$ cat src/sv/sha512_pkg.sv
// SHA-512 stream hasher package: shared types, round constants, initial hash, rotate helper.
// No dependencies.
package sha512_pkg;

   typedef struct packed {
      logic [63:0] word;
      logic [3:0]  nbytes;
      logic        last;
   } item_type;

   typedef enum logic [2:0] {
      ST_IDLE, ST_MERGE, ST_RUN, ST_FOLD, ST_LENBLK, ST_EMIT
   } state_type;

   function automatic logic [63:0] round_k(input logic [6:0] i);
      logic [63:0] k [0:79];
      k = '{
      64'h428a2f98d728ae22, 64'h7137449123ef65cd, 64'hb5c0fbcfec4d3b2f, 64'he9b5dba58189dbbc,
      64'h3956c25bf348b538, 64'h59f111f1b605d019, 64'h923f82a4af194f9b, 64'hab1c5ed5da6d8118,
      64'hd807aa98a3030242, 64'h12835b0145706fbe, 64'h243185be4ee4b28c, 64'h550c7dc3d5ffb4e2,
      64'h72be5d74f27b896f, 64'h80deb1fe3b1696b1, 64'h9bdc06a725c71235, 64'hc19bf174cf692694,
      64'he49b69c19ef14ad2, 64'hefbe4786384f25e3, 64'h0fc19dc68b8cd5b5, 64'h240ca1cc77ac9c65,
      64'h2de92c6f592b0275, 64'h4a7484aa6ea6e483, 64'h5cb0a9dcbd41fbd4, 64'h76f988da831153b5,
      64'h983e5152ee66dfab, 64'ha831c66d2db43210, 64'hb00327c898fb213f, 64'hbf597fc7beef0ee4,
      64'hc6e00bf33da88fc2, 64'hd5a79147930aa725, 64'h06ca6351e003826f, 64'h142929670a0e6e70,
      64'h27b70a8546d22ffc, 64'h2e1b21385c26c926, 64'h4d2c6dfc5ac42aed, 64'h53380d139d95b3df,
      64'h650a73548baf63de, 64'h766a0abb3c77b2a8, 64'h81c2c92e47edaee6, 64'h92722c851482353b,
      64'ha2bfe8a14cf10364, 64'ha81a664bbc423001, 64'hc24b8b70d0f89791, 64'hc76c51a30654be30,
      64'hd192e819d6ef5218, 64'hd69906245565a910, 64'hf40e35855771202a, 64'h106aa07032bbd1b8,
      64'h19a4c116b8d2d0c8, 64'h1e376c085141ab53, 64'h2748774cdf8eeb99, 64'h34b0bcb5e19b48a8,
      64'h391c0cb3c5c95a63, 64'h4ed8aa4ae3418acb, 64'h5b9cca4f7763e373, 64'h682e6ff3d6b2b8a3,
      64'h748f82ee5defb2fc, 64'h78a5636f43172f60, 64'h84c87814a1f0ab72, 64'h8cc702081a6439ec,
      64'h90befffa23631e28, 64'ha4506cebde82bde9, 64'hbef9a3f7b2c67915, 64'hc67178f2e372532b,
      64'hca273eceea26619c, 64'hd186b8c721c0c207, 64'heada7dd6cde0eb1e, 64'hf57d4f7fee6ed178,
      64'h06f067aa72176fba, 64'h0a637dc5a2c898a6, 64'h113f9804bef90dae, 64'h1b710b35131c471b,
      64'h28db77f523047d84, 64'h32caab7b40c72493, 64'h3c9ebe0a15c9bebc, 64'h431d67c49c100d4c,
      64'h4cc5d4becb3e42b6, 64'h597f299cfc657e2a, 64'h5fcb6fab3ad6faec, 64'h6c44198c4a475817};
      if (i < 7'd80) return k[i];
      return 64'h0;
   endfunction

   function automatic logic [63:0] init_hash(input logic [2:0] i);
      case (i)
         3'd0: return 64'h6a09e667f3bcc908;
         3'd1: return 64'hbb67ae8584caa73b;
         3'd2: return 64'h3c6ef372fe94f82b;
         3'd3: return 64'ha54ff53a5f1d36f1;
         3'd4: return 64'h510e527fade682d1;
         3'd5: return 64'h9b05688c2b3e6c1f;
         3'd6: return 64'h1f83d9abfb41bd6b;
         default: return 64'h5be0cd19137e2179;
      endcase
   endfunction

   function automatic logic [63:0] ror(input logic [63:0] v, input int n);
      return (v >> n) | (v << (64 - n));
   endfunction

endpackage

$ cat src/sv/sha512_queue.sv
// Two-entry queue between the accepting front and the hashing back end.
// Depends on sha512_pkg.
module sha512_queue (
   input  logic                clock,
   input  logic                reset,
   input  logic                push_valid,
   output logic                push_ready,
   input  sha512_pkg::item_type push_data,
   output logic                pop_valid,
   input  logic                pop_ready,
   output sha512_pkg::item_type pop_data
);
   import sha512_pkg::*;

   item_type  slot_ff [2];
   logic      wptr_ff, rptr_ff;
   logic [1:0] count_ff;

   assign push_ready = (count_ff != 2'd2);
   assign pop_valid  = (count_ff != 2'd0);
   assign pop_data   = slot_ff[rptr_ff];

   always_ff @(posedge clock) begin
      if (push_valid && push_ready) slot_ff[wptr_ff] <= push_data;
      if (reset) begin
         wptr_ff  <= 1'b0;
         rptr_ff  <= 1'b0;
         count_ff <= 2'd0;
      end else begin
         if (push_valid && push_ready) wptr_ff <= ~wptr_ff;
         if (pop_valid && pop_ready)   rptr_ff <= ~rptr_ff;
         count_ff <= count_ff + {1'b0, push_valid && push_ready}
                     - {1'b0, pop_valid && pop_ready};
      end
   end
endmodule

$ cat config.mk
export PLATFORM = sky130hd
export DESIGN_NAME = sha512_queue
export DESIGN_NICKNAME = d
export VERILOG_FILES = /design/src/sv/sha512_pkg.sv /design/src/sv/sha512_queue.sv
export SDC_FILE = /design/constraint.sdc
export NUM_CORES = 1
export LEC_CHECK = 0
export BUFFER_PORTS_ARGS = -buffer_cell sky130_fd_sc_hd__clkbuf_2
export CAP_MARGIN = 20
export CORE_MARGIN = 10
export CORE_UTILIZATION = 40
export CTS_CLUSTER_SIZE = 30
export DETAILED_ROUTE_END_ITERATION = 16
export GPL_TIMING_DRIVEN = 0
export PLACE_DENSITY = 0.66
export RECOVER_POWER = 100
export SYNTH_ARGS = -nofsm -noshare
export SYNTH_HDL_FRONTEND = slang
export SYNTH_SLANG_ARGS = --single-unit
export TNS_END_PERCENT = 100
$ cat constraint.sdc
create_clock -name clock -period 3.98 [get_ports clock]
set_input_delay 0.796 -clock clock [delete_from_list [all_inputs] [get_ports clock]]
set_output_delay 0.796 -clock clock [all_outputs]
set_load 0.1 [all_outputs]
==> summary.md <==
| Metric | Value |
|---|---|
| Critical path class | reg2out |
| Final worst slack | approximately 0.9 ns |
| Worst path top cell family by delay | buffers and inverters |
| Hold-fix buffers, CTS | 0 |
| Startpoint class of the critical path | flop |
| H-tree depth | 4 |
| Worst hold path startpoint | rptr_ff |
| Pre-CTS setup slack | between 1.5 and 2 ns |
| Vias per Instance | roughly 4.6 |
| Vias in the first global route | about 3,000 |
| Clock Sinks | between 100 and 150 |
| Syn nets | 314 |
| Crit-path max cell delay | 0.88 ns |
| M2 GR Usage | 0.1882 |
| Vias after detailed routing | approximately 2,700 |
| Placed Cells | approximately 560 |
| Max Cap Viol | 0 |
| Clock root buffer | clkbuf_16 |
| Drt wl/cell | around 18 um |
| Clock buffer depth | 2 |
| DIE AREA | 18,100 um2 |
| Total grt overflow | 0 |
| Critical path buffers and inverters | 4 |
| Met1 GRT Util | 0.1323 |
| Synth top area cells | edfxtp_1, mux2_2, mux2_4 |
| Clock latency on the worst-skew pair | 0.41 ns |
| Cell Area, Synth | approximately 5200 um2 |
| Layout cell share with drive strength beyond 1 | 0.3261 |
| First-pass GRT wire length | 16,250 um |
| Post-CTS Setup Inserts | 0 |
| GPL Wtd Cong | about 0.69 |
| Ports | between 100 and 150 |
| Period minus WS final | between 3 and 4 ns |
| Post-synth top area share | 0.7895 |
| Crit path DAT | roughly 2.3 ns |
| Syn Area/Cell | roughly 22 um2 |
| Synth warn | 0 |
| Die W | between 100 and 150 um |
| Setup TNS | 0 ns |
| Gr usage total | 0.1195 |
| Non-filler cells in the finished layout | a little under 600 |
| CTS resizes | 0 |
| Pin count of the biggest net entering global routing | 48 |
| Gate count after technology mapping | around 240 |
| Worst reg2reg path depth | 3 |
| RSZ-0062 raised after global routing | no |
| Die height | roughly 130 um |
| Cell with the most instances after synthesis | edfxtp_1 |
| Core ar. | roughly 13,000 um2 |
| Biggest area consumer among synthesized cells | edfxtp_1 |
| Row count | 41 |
| DP Wirelength | 7411 um |
| Port bufs | approximately 140 |
| Post-synth ARST share | 0 |
| Crit-path cells | buf_6, buf_6, buf_8, mux2_4, clkbuf_1 |
| Required time of the critical path | about 3.2 ns |
| Number of synthesized flops with an enable pin | ~140 |
| Clock slew at reported path FFs | around 0.060 ns |
| Worst reg2reg startpoint | count_ff[0] |
| CTS tree | yes |
| Crit path to | pop_data[66] |
| Initial core utilization | 0.4126 |
| Reg2Reg Capture Point | slot_ff[1][65] |
| Initial DRC count | 101 |
| Growth of design area from synthesis to finish | 27.65% |
| Synth top cells by count | edfxtp_1, mux2_2, mux2_4 |
| Initial antenna violation count | 1 |
| Commonest register cell after synthesis | edfxtp_1 |
| # DRC | 0 |
| Router iterations before antenna repair | 4 |
| Worst-margin pin slew | around 1.3 ns |
| Sequential share of the synthesized area | 0.8086 |
| Max-slew violation count | 0 |
| Clock buffer count from CTS | 17 |
| Fmax | 326.8 MHz |
| Crit end category | output pin |
| Slowest-stage cell, CP | clkbuf_1 |
| R2R setup slack | between 1 and 1.5 ns |
| Slew HR | 0.1530 |
| Post-route clock period utilization | 0.7689 |
| Hold violation count in the final report | 0 |
| Met3 GRT Util | 0.05935 |
| CP Depth | 5 |
| Layout fillers | 1,160 |
| Distinct cells, synth | 18 |
| Final ANT Viol Nets | 0 |
| Crit-path max FO | 10 |
| Max Clock Skew | ~0.0044 ns |
| Most frequent CP cell | buf_6 |
| WL final | 10,700 um |
| Final Setup Violations | 0 |
| Worst min path class | reg2reg |
| Final-stage net count | around 480 |
| Busiest grt layer | met2 |
| Outcome | finished, final reports clean |
| Core Util, Final | 0.5267 |
| Synth Register Bits | about 140 |
-- logic make-up (layout without fill, tap and decap cells) --
logic type,after synthesis,after routing,synth area share
other cells,0,1,0
flops,143,143,0.8086
fa+ha+maj,2,2,0.004767
xor+xnor,3,3,0.005007
buf+inv,9,187,0.01263
compound gates,1,1,0.001431
simple gates,11,11,0.01025
mux,70,70,0.1573
-- area by class of cell --
type / count / area, um2 / area share
Tap cell: 172 / 215.2 / 0.03212
Antenna cell: 1 / 2.502 / 0.0003735
Sequential cell: 143 / 4244 / 0.6334
Clock buffer: 19 / 432.9 / 0.06461
Buffer: 8 / 62.56 / 0.009337
Clock inverter: 13 / 193.9 / 0.02894
Timing Repair Buffer: 146 / 599.3 / 0.08945
Multi-Input combinational cell: 87 / 945.9 / 0.1412
Inverter: 1 / 3.754 / 0.0005602
-- cells in the final DEF (no fill, tap or decap), types with 4 or more instances in the layout --
cell	instances
edfxtp_1	138
clkbuf_1	119
mux2_2	60
clkbuf_2	28
clkbuf_16	17
mux2_4	10
buf_2	5
dfxtp_1	5
bufinv_16	5
nor2_1	4
-- sequential cells by signal, summed over array words and instances, names as in the netlist, named ones only --
signal / flops
slot_ff: 138
wptr_ff: 1
rptr_ff: 1
count_ff: 2
-- routing by layer --
layer  wire, um  vias up
li1           -     1278
met1       4413     1348
met2       5209       95
met3        887       13
met4        185        0
met5          0        -
-- worst min-delay path: cells and delay by family, from the launching register on --
family | cells | cell delay, ns
XOR/XNOR | 1 | 0.10
AND/OR/NAND/NOR | 1 | 0.08
flip-flops | 1 | 0.34
-- worst min-delay path by stage --
stage / end / slack, ns / depth (start not counted)
after floorplan: flop / 0.48 / 2
after global placement: flop / 0.50 / 2
after detailed placement: flop / 0.51 / 2
after CTS: slot_ff[0][20] / 0.55 / 1
after global routing: slot_ff[0][44] / 0.55 / 1
final: flop / 0.57 / 2
-- per-stage QoR --
step / cell area (um2) / hold slack [ns]
5_1_grt: 6698 / 0.5541
3_3_place_gp: 6182 / 0.5004
4_1_cts: 6894 / 0.5474
2_1_floorplan: 5251 / 0.4809
6_report: 6700 / 0.5691
3_5_place_dp: 6267 / 0.5111
Power is left out: the tool's default activity adds up to more than one toggle a clock period on the data nets, which glitch-free logic cannot reach.
